===== src/hw/rtl/lpcp_pkg.sv =====
`default_nettype none
// ----------------------------------------------------------------------------
// lpcp_pkg
// Shared types and constants for the lidar point to camera projection block.
// ----------------------------------------------------------------------------
package lpcp_pkg;

    // fixed point and field widths
    localparam int FRAC_BITS  = 16;
    localparam int PIXEL_BITS = 16;
    localparam int COEF_W     = 32;
    localparam int PT_W       = 24;
    localparam int NUM_COEF   = 12;
    localparam int CIDX_W     = 4;
    localparam int CR_W       = 23;
    localparam int LEVEL_W    = 8;

    // datapath widths
    localparam int PROD_W = COEF_W + PT_W;
    localparam int OFF_W  = COEF_W + FRAC_BITS;
    localparam int SUM_W  = ((PROD_W > OFF_W) ? PROD_W : OFF_W) + 2;
    localparam int QB     = PIXEL_BITS + 1;
    localparam int DIV_W  = SUM_W + QB;
    localparam int CN_W   = CR_W + LEVEL_W;

    // queue between front and back
    localparam int QDEPTH = 4;
    localparam int QPTR_W = 2;

    // configuration port
    localparam int CFG_IDX_W  = 2;
    localparam int CFG_DATA_W = 24;
    localparam logic [CFG_IDX_W-1:0] CFG_MAX_FORWARD  = 2'd0;
    localparam logic [CFG_IDX_W-1:0] CFG_MAX_LATERAL  = 2'd1;
    localparam logic [CFG_IDX_W-1:0] CFG_MIN_HEIGHT   = 2'd2;
    localparam logic [CFG_IDX_W-1:0] CFG_COLOUR_RANGE = 2'd3;

    // item modes
    localparam logic MODE_LOAD  = 1'b0;
    localparam logic MODE_POINT = 1'b1;

    typedef struct packed {
        logic                     mode;
        logic [CIDX_W-1:0]        coef_index;
        logic signed [COEF_W-1:0] coef_value;
        logic signed [PT_W-1:0]   point_x;
        logic signed [PT_W-1:0]   point_y;
        logic signed [PT_W-1:0]   point_z;
    } t_in_item;

    typedef struct packed {
        logic signed [PIXEL_BITS-1:0] pixel_col;
        logic signed [PIXEL_BITS-1:0] pixel_row;
        logic [LEVEL_W-1:0]           red_level;
        logic [LEVEL_W-1:0]           green_level;
    } t_out_item;

    typedef struct packed {
        logic [CR_W-1:0]        max_forward;
        logic [CR_W-1:0]        max_lateral;
        logic signed [PT_W-1:0] min_height;
        logic [CR_W-1:0]        colour_range;
    } t_cfg;

    typedef struct packed {
        logic full;
        logic empty;
    } t_q_status;

endpackage
`default_nettype wire


===== src/hw/rtl/lpcp_queue.sv =====
`default_nettype none
// ----------------------------------------------------------------------------
// lpcp_queue
// Short FIFO of classified items between the front and the back.
// ----------------------------------------------------------------------------
module lpcp_queue (
    input  wire logic                i_clk,
    input  wire logic                i_rst_n,
    input  wire logic                i_push,
    input  wire lpcp_pkg::t_in_item  i_data,
    input  wire logic                i_pop,
    output lpcp_pkg::t_in_item       o_head,
    output lpcp_pkg::t_q_status      o_stat
);

    lpcp_pkg::t_in_item             r_mem [lpcp_pkg::QDEPTH];
    logic [lpcp_pkg::QPTR_W-1:0]    r_wr;
    logic [lpcp_pkg::QPTR_W-1:0]    r_rd;
    logic [lpcp_pkg::QPTR_W:0]      r_cnt;
    logic [lpcp_pkg::QPTR_W:0]      n_cnt;

    // storage
    always_ff @(posedge i_clk) begin
        if (i_push) begin
            r_mem[r_wr] <= i_data;
        end
    end

    // pointers and fill level
    always_comb begin
        n_cnt = r_cnt;
        if (i_push && !i_pop) begin
            n_cnt = r_cnt + 1'b1;
        end else if (!i_push && i_pop) begin
            n_cnt = r_cnt - 1'b1;
        end
    end

    always_ff @(posedge i_clk) begin
        if (!i_rst_n) begin
            r_wr  <= '0;
            r_rd  <= '0;
            r_cnt <= '0;
        end else begin
            if (i_push) begin
                r_wr <= r_wr + 1'b1;
            end
            if (i_pop) begin
                r_rd <= r_rd + 1'b1;
            end
            r_cnt <= n_cnt;
        end
    end

    assign o_head       = r_mem[r_rd];
    assign o_stat.full  = r_cnt == (lpcp_pkg::QPTR_W+1)'(lpcp_pkg::QDEPTH);
    assign o_stat.empty = r_cnt == '0;

endmodule
`default_nettype wire


===== config.mk =====
export PLATFORM = sky130hd
export DESIGN_NAME = lpcp_queue
export DESIGN_NICKNAME = d
export VERILOG_FILES = /design/src/hw/rtl/lpcp_pkg.sv /design/src/hw/rtl/lpcp_queue.sv
export SDC_FILE = /design/constraint.sdc
export NUM_CORES = 1
export LEC_CHECK = 0
export BUFFER_PORTS_ARGS = -buffer_cell sky130_fd_sc_hd__buf_2
export CAP_MARGIN = 20
export CORE_UTILIZATION = 25
export DETAILED_ROUTE_END_ITERATION = 6
export GPL_TIMING_DRIVEN = 0
export HOLD_SLACK_MARGIN = 0.15
export PLACE_DENSITY = 0.4
export SYNTH_ARGS = -nofsm -noshare
export SYNTH_HDL_FRONTEND = slang
export SYNTH_SLANG_ARGS = --single-unit

===== constraint.sdc =====
create_clock -name i_clk -period 10.5 [get_ports i_clk]
set_input_delay 1.05 -clock i_clk [delete_from_list [all_inputs] [get_ports i_clk]]
set_output_delay 1.05 -clock i_clk [all_outputs]
set_load 0.01 [all_outputs]

==> impl_results.md <==
- YS warnings: 0
- Kind of critical path: flop to primary output
- Worst slack at placement: roughly 7.4 ns
- Detail-routed net length per standard cell: 19.8 µm
- CTS tree: built
- Setup slack after layout: 6.91 ns
- Fin cells: between 1.5k and 2k
- Leakage: between 6 and 7 nW
- H-tree Lvls: 2
- Most used cell along the critical path: buf_2
- Worst Skew: 0.00858 ns
- Worst R2R Path Depth: 4
- Num CTS Buffers: 51
- Commonest cells after routing, fill and taps aside: 436 x edfxtp_1, 235 x buf_2, 109 x mux4_2
- Syn-to-layout area delta: 24.4%
- CP max stage cell: buf_2
- PortBufs: 223
- Placeable Area: 63400 µm²
- Mapped Cells: 612
- # resized after CTS: 0
- Routability congestion estimate: 0.649
- Status: complete, no violations
- Yosys top cell by area: edfxtp_1
- Post-route ant nets: 0
- I/O Pins: 224
- Register bit total from synthesis: 445
- Post-layout net count: 1015
- Via count of the first global-routing pass: 8129
- Post-DP Area: 18500 µm²
- Vias per inst: 4.11
- Yosys top cell area share: 0.812
- Highest metal used: met5
- Hold buffer count at cts: 0
- Sequential-to-total area share from yosys stat: 0.823
- Total power: about 4.1 mW
- Skew-Pair Late Insertion Delay: 0.57 ns
- Final instance area: 20100 µm²
- Critical Path Sink Type: primary output
- WL met2: 17.3 mm
- CP peak stage delay: 0.39 ns
- Detailed placement HPWL: between 20 and 25 mm
- Final setup TNS: 0 ns
- Max cap viols: 0
- Post-Route WL: between 30 and 40 mm
- Critical Path AT: approximately 2.5 ns
- Syn avg cell area: approximately 26 µm²
- Period utilization: 0.342
- Final Critical Period: 3.59 ns
- RSZ-0062 raised after global routing: no
- Cell Area, Synth: approximately 16000 µm²
- CP Data Required Time: about 9.5 ns
- Largest net degree at the start of global routing: 50
- Worst-path clk slew: about 0.050 ns
- Die Wd: 256 µm
- Slew @ Worst Pin: 0.818 ns
- Most common cell after layout, fill and taps aside: edfxtp_1
- Num rows: just over 90
- Met1 WL: 15.0 mm
- Detailed Route Iter0 Violations: between 300 and 400
- Hold Vio Cnt, Final: 0
- Ranking of synthesized cells by area: edfxtp_1 81%, mux4_2 15%, dfxtp_1 1.1%
- Antenna Cells: 0
- Hold path cells: 2
- Post-CTS Setup Bufs: 0
- DRC: 0
- Vias: about 7.3k
- CTS Root Cell: clkbuf_16
- CTS max path bufs: 3
- Placed Cells: 1689
- Count of distinct cell types in the synthesized netlist: 21
- Total gr overflow: 0
- Relative slew slack: 0.454
- HP Class: flop to flop
- CP startpoint kind: flop
- First-pass GRT wire length: 52.8 mm
- Layout cells sized above 1: 0.455
- Sink Count: 445
- Cells along the critical path: buf_2 -> buf_2 -> buf_2 -> mux4_2 -> buf_2
- Syn Nets: 731
- Maximum VDD drop: 0.112 mV
- Initial antenna violation count: 5
- Pwr/cell area: 203 nW/µm²
- Crit-path max FO: 10
- DR pass1 iterations: 4
- Die area: around 66000 µm²
- Initial Util: 0.254
- Core Util, Final: 0.316
- F_max: 278 MHz
- Gr usage total: 0.108
- Met3 wire len: 2.30 mm
- Chip height: 256 µm
- Slew Limit Fails: 0
- Hold Slack: 0.535 ns
- Final setup violating endpoints: 0
[flip-flops by register name, summed over array words and instances, names as in the netlist, named ones only]
signal,cells
r_wr,2
r_rd,2
r_mem,436
r_cnt,3
[worst max-delay path, delay by kind of cell (launching register included)]
family   cells  cell delay, ns
buf+inv      4            1.32
mux          1            0.35
flops        1            0.30
[synthesized netlist by cell type, drive strengths merged]
cell type and number:
edfxtp 436, mux4 109, buf 15, and2 9
clkbuf 9, dfxtp 9, ha 5, inv 4
xor2 3, mux2i 2, nor2b 2, xnor2 2
a21boi 1, fa 1, nand2 1, nor3 1
nor3b 1, o21ai 1, or3 1
[cells by family (layout without fill, tap and decap cells)]
logic type,count (synthesis),after routing,share of synthesized area
xor+xnor,5,5,0.00272
mux,111,111,0.153
simple gates,15,15,0.00566
buf+inv,28,353,0.00908
compound gates,2,2,0.000776
flops,445,445,0.823
fa+ha+maj,6,6,0.00512
[area by class of cell]
type / instances / area [µm²]
repair buffers: 231 / 1340
flip-flops and latches: 445 / 13300
multi-input cells: 139 / 2720
well taps: 846 / 1060
inverters: 4 / 15.0
clock buffers: 65 / 1370
fillers: 6106 / 43400
plain buffers: 24 / 131
clock inverters: 29 / 164
[path summary, 6_finish.rpt]
kind                  from             to  slack [ns]
setup / recovery      flop     o_head[92]        6.91
hold reg to reg   r_cnt[2]       r_cnt[2]        0.54
hold / removal    r_cnt[2]       r_cnt[2]        0.54
setup reg to reg   r_wr[0]  r_mem[2][101]        8.77
[metal layers]
layer | vias to the layer above | GRT usage
met5 | - | 0
met1 | 3873 | 0.137
met4 | 6 | 0.0306
li1 | 3217 | -
met2 | 179 | 0.175
met3 | 61 | 0.0356
[report_power, final]
part / total [mW] / switching, mW / internal (mW)
registers: 2.06 / 0.0180 / 2.04
clock network: 1.63 / 0.684 / 0.942
logic: 0.395 / 0.218 / 0.177
Note: power is estimated with default switching activity, not from simulation.
