**src/hw/rtl/lpcp_pkg.sv**
```systemverilog
`default_nettype none
// ----------------------------------------------------------------------------
// lpcp_pkg
// Shared types and constants for the lidar point to camera projection block.
// ----------------------------------------------------------------------------
package lpcp_pkg;

    // fixed point and field widths
    localparam int FRAC_BITS  = 16;
    localparam int PIXEL_BITS = 16;
    localparam int COEF_W     = 32;
    localparam int PT_W       = 24;
    localparam int NUM_COEF   = 12;
    localparam int CIDX_W     = 4;
    localparam int CR_W       = 23;
    localparam int LEVEL_W    = 8;

    // datapath widths
    localparam int PROD_W = COEF_W + PT_W;
    localparam int OFF_W  = COEF_W + FRAC_BITS;
    localparam int SUM_W  = ((PROD_W > OFF_W) ? PROD_W : OFF_W) + 2;
    localparam int QB     = PIXEL_BITS + 1;
    localparam int DIV_W  = SUM_W + QB;
    localparam int CN_W   = CR_W + LEVEL_W;

    // queue between front and back
    localparam int QDEPTH = 4;
    localparam int QPTR_W = 2;

    // configuration port
    localparam int CFG_IDX_W  = 2;
    localparam int CFG_DATA_W = 24;
    localparam logic [CFG_IDX_W-1:0] CFG_MAX_FORWARD  = 2'd0;
    localparam logic [CFG_IDX_W-1:0] CFG_MAX_LATERAL  = 2'd1;
    localparam logic [CFG_IDX_W-1:0] CFG_MIN_HEIGHT   = 2'd2;
    localparam logic [CFG_IDX_W-1:0] CFG_COLOUR_RANGE = 2'd3;

    // item modes
    localparam logic MODE_LOAD  = 1'b0;
    localparam logic MODE_POINT = 1'b1;

    typedef struct packed {
        logic                     mode;
        logic [CIDX_W-1:0]        coef_index;
        logic signed [COEF_W-1:0] coef_value;
        logic signed [PT_W-1:0]   point_x;
        logic signed [PT_W-1:0]   point_y;
        logic signed [PT_W-1:0]   point_z;
    } t_in_item;

    typedef struct packed {
        logic signed [PIXEL_BITS-1:0] pixel_col;
        logic signed [PIXEL_BITS-1:0] pixel_row;
        logic [LEVEL_W-1:0]           red_level;
        logic [LEVEL_W-1:0]           green_level;
    } t_out_item;

    typedef struct packed {
        logic [CR_W-1:0]        max_forward;
        logic [CR_W-1:0]        max_lateral;
        logic signed [PT_W-1:0] min_height;
        logic [CR_W-1:0]        colour_range;
    } t_cfg;

    typedef struct packed {
        logic full;
        logic empty;
    } t_q_status;

endpackage
`default_nettype wire

```
**src/hw/rtl/lpcp_front.sv**
```systemverilog
`default_nettype none
// ----------------------------------------------------------------------------
// lpcp_front
// Accepts items, drops points outside the crop box and loads to bad slots.
// ----------------------------------------------------------------------------
module lpcp_front (
    input  wire logic               i_valid,
    output logic                    o_stall,
    input  wire lpcp_pkg::t_in_item i_item,
    input  wire lpcp_pkg::t_cfg     i_cfg,
    input  wire lpcp_pkg::t_q_status i_qstat,
    output logic                    o_push
);

    logic                         w_x_ok;
    logic                         w_y_ok;
    logic                         w_z_ok;
    logic [lpcp_pkg::PT_W-1:0]    w_abs_y;
    logic                         w_keep;

    // crop box test
    always_comb begin
        w_abs_y = i_item.point_y[lpcp_pkg::PT_W-1] ? lpcp_pkg::PT_W'(-i_item.point_y)
                                                  : i_item.point_y;
        w_x_ok  = !i_item.point_x[lpcp_pkg::PT_W-1] &&
                  (i_item.point_x[lpcp_pkg::CR_W-1:0] <= i_cfg.max_forward);
        w_y_ok  = w_abs_y <= {1'b0, i_cfg.max_lateral};
        w_z_ok  = i_item.point_z >= i_cfg.min_height;
    end

    // classify item
    always_comb begin
        if (i_item.mode == lpcp_pkg::MODE_POINT) begin
            w_keep = w_x_ok && w_y_ok && w_z_ok;
        end else begin
            w_keep = i_item.coef_index < lpcp_pkg::CIDX_W'(lpcp_pkg::NUM_COEF);
        end
    end

    assign o_stall = i_qstat.full;
    assign o_push  = i_valid && !i_qstat.full && w_keep;

endmodule
`default_nettype wire

```
**config.mk**
```make
export PLATFORM = sky130hd
export DESIGN_NAME = lpcp_front
export DESIGN_NICKNAME = d
export VERILOG_FILES = /design/src/hw/rtl/lpcp_pkg.sv /design/src/hw/rtl/lpcp_front.sv
export SDC_FILE = /design/constraint.sdc
export NUM_CORES = 1
export LEC_CHECK = 0
export BUFFER_PORTS_ARGS = -buffer_cell sky130_fd_sc_hd__buf_2
export CAP_MARGIN = 20
export CORE_MARGIN = 5
export CORE_UTILIZATION = 40
export DETAILED_ROUTE_END_ITERATION = 10
export PLACE_DENSITY = 0.88
export SLEW_MARGIN = 10
export SYNTH_ARGS = -nofsm -noshare
export SYNTH_HDL_FRONTEND = slang
export SYNTH_SLANG_ARGS = --single-unit
```
**constraint.sdc**
```tcl
create_clock -name vclk -period 3.83
set_input_delay 0.1915 -clock vclk [all_inputs]
set_output_delay 0.1915 -clock vclk [all_outputs]
set_load 0.01 [all_outputs]
```
==> metrics <==
result of the run completed; count of unique library cells instantiated by Yosys between 40 and 50; crit share post-route 0.935; area taken by flip-flops and latches 0 sq um; mean number of vias per cell about 5; CP Max Fanout 5; measured slew at the worst slew-check pin around 420 ps; Critical Path Start Type primary input; placement row count 27; placed standard-cell area around 3100 sq um; hpwl dp 6.10 mm; initial core utilization 0.416; synthesized area per cell 7.22 sq um; WP data required approximately 3600 ps; worst min-delay path class in -> out; DRC Markers 0; hold buffer count at CTS 0; CP endpoint kind output port; post-detailed-route count of antenna-violating nets 0; post-synth design cell area 2300 sq um; sequential area share after synthesis 0; Worst IR Drop VDD between 0.05 and 0.06 mV; peak clock frequency supported by timing roughly 0.28 GHz; Setup CP Type in -> out; Post-CTS Resized 0; unrepaired setup endpoints after global routing no; Max-cap violations 0; layer with the highest usage after global routing met2; floorplan die width ~86 um; vias after detailed routing 2680; final setup vio count 0; Pre-antenna DRT Iters 4; initial antenna violation count 0; Final Max Tran Viols 0; net count reported at finish about 740; number of warning messages in the yosys log 0; commonest cells after routing, fill and taps aside sky130_fd_sc_hd__buf_2, sky130_fd_sc_hd__inv_1, sky130_fd_sc_hd__ha_1, sky130_fd_sc_hd__a21oi_1, sky130_fd_sc_hd__xnor2_1; most common library cell in the layout ignoring fill and taps sky130_fd_sc_hd__buf_2; utilization of the core after routing 0.564; grt total ovfl 0; area of the die 7380 sq um; num sequential 0; total leakage power approximately 1.9 nW; share of final-layout standard cells stronger than drive strength 1 0.335; number of hold violations in the final report 0; Setup Total Neg Slack 0 ps; Mapped Nets ~600; number of global-route vias before repair roughly 2800; clock buffers 0; Slew Limit Headroom 0.715; global-route wire length before repair about 11 mm; min Tclk post-route approximately 3600 ps; power per standard cell area about 100 nW/um^2; Total Routed Length about 6.4 mm; largest net degree at the start of global routing 25; growth of design area from synthesis to finish 35.6%; routed wire length per instance about 12 um; global-route track usage on met1 0.191; number of violations reported at the end of detailed-routing iteration 0 48; I/O pins ~210; count of mapped cells out of synthesis ~320; total global-route track usage 0.166; Antenna Cells 0; die height 85.9 um; design area approximately 3100 sq um; met2 demand-to-capacity share in global routing 0.335; core region area about 5500 sq um; arrival time of data at the critical path endpoint between 3000 and 4000 ps; Setup Fix Bufs, Post-CTS 0; fraction of met3 tracks used by global routing 0.0144; global placer's final weighted congestion approximately 0.8; quantity of I/O buffers inserted on ports roughly 150
## layout make-up
cell class | instances | area [sq um]
repair buffers | 149 | 746
multi-input cells | 244 | 2020
well taps | 72 | 90.1
fillers | 533 | 2420
inverters | 72 | 270
## metal layers
layer,share of wire,up-vias
met4,0.0094,0
li1,-,1422
met1,0.40,1168
met3,0.065,6
met2,0.52,84
met5,0,-
## path summary, 6_finish.rpt
kind | slack, ps | endpoint | from | cells after the start
worst max-delay path | 250 | o_push | i_item[31] | 16
worst min-delay path | 610 | o_stall | i_qstat[1] | 2
## power breakdown
part	switching, mW	internal [mW]	leakage, nW
clock network	0	0	0
logic	0.154	0.163	1.86
registers	0	0	0
total	0.154	0.163	1.86
## cells in the mapped netlist, drive strengths merged
| master | n | area (sq um) |
|---|---|---|
| o41ai | 3 | 45.1 |
| nand4 | 14 | 87.6 |
| nor2b | 2 | 12.5 |
| a221oi | 1 | 8.76 |
| mux2i | 1 | 10.0 |
| o211ai | 4 | 30.0 |
| nor4 | 1 | 6.26 |
| nand2 | 18 | 67.6 |
| or2 | 2 | 15.0 |
| and4 | 2 | 17.5 |
| ha | 71 | 888 |
| nand2b | 5 | 38.8 |
| and2 | 1 | 6.26 |
| nor4bb | 1 | 10.0 |
| o31ai | 9 | 81.3 |
| nand3 | 9 | 45.0 |
| o21a | 1 | 7.51 |
| a21o | 5 | 37.5 |
| o2bb2ai | 1 | 8.76 |
| nand3b | 3 | 22.5 |
| buf | 3 | 15.0 |
| o211a | 1 | 10.0 |
| a221o | 2 | 20.0 |
| nor3 | 6 | 30.0 |
| a21oi | 28 | 140 |
| or3b | 1 | 8.76 |
| a31oi | 1 | 6.26 |
| a211oi | 2 | 15.0 |
| a2111o | 1 | 11.3 |
| xnor2 | 21 | 184 |
| or3 | 2 | 17.5 |
| o21ai | 16 | 80.1 |
| nor2 | 6 | 22.5 |
| or4 | 3 | 26.3 |
| inv | 72 | 270 |
## cell families (layout without fill, tap and decap cells)
group                    after synthesis  after routing  share of synthesized area
AO/OA/AOI/OAI                         75             75                      0.218
multiplexers                           1              1                    0.00435
buffers and inverters                 75            221                      0.124
XOR/XNOR                              21             21                     0.0798
AND/OR/NAND/NOR                       76             76                      0.188
adder cells (fa/ha/maj)               71             71                      0.386
## critical path, cell delays in order
cell and delay, ps:
sky130_fd_sc_hd__buf_2 130, sky130_fd_sc_hd__or4_4 540, sky130_fd_sc_hd__or3_4 350, sky130_fd_sc_hd__or2_4 260, sky130_fd_sc_hd__nand2b_4 170, sky130_fd_sc_hd__o21ai_1 180, sky130_fd_sc_hd__xnor2_1 140, sky130_fd_sc_hd__ha_1 270
sky130_fd_sc_hd__a21o_1 160, sky130_fd_sc_hd__a21o_1 160, sky130_fd_sc_hd__a21oi_1 140, sky130_fd_sc_hd__o21ai_0 130, sky130_fd_sc_hd__a21oi_1 140, sky130_fd_sc_hd__o211ai_1 110, sky130_fd_sc_hd__o21ai_0 140, sky130_fd_sc_hd__buf_2 160
## per-stage QoR
stage | worst slack [ps] | hold slack (ps) | total power [mW] | cells
floorplan | 581 | 475 | 0.189 | 319
global placement | 216 | 596 | 0.303 | 537
detailed placement | 163 | 611 | 0.318 | 537
CTS | 160 | 611 | 0.321 | 537
global route | 19.6 | 628 | 0.368 | 537
finish | 248 | 612 | 0.317 | 537
Power figures use the tool's default switching activity.
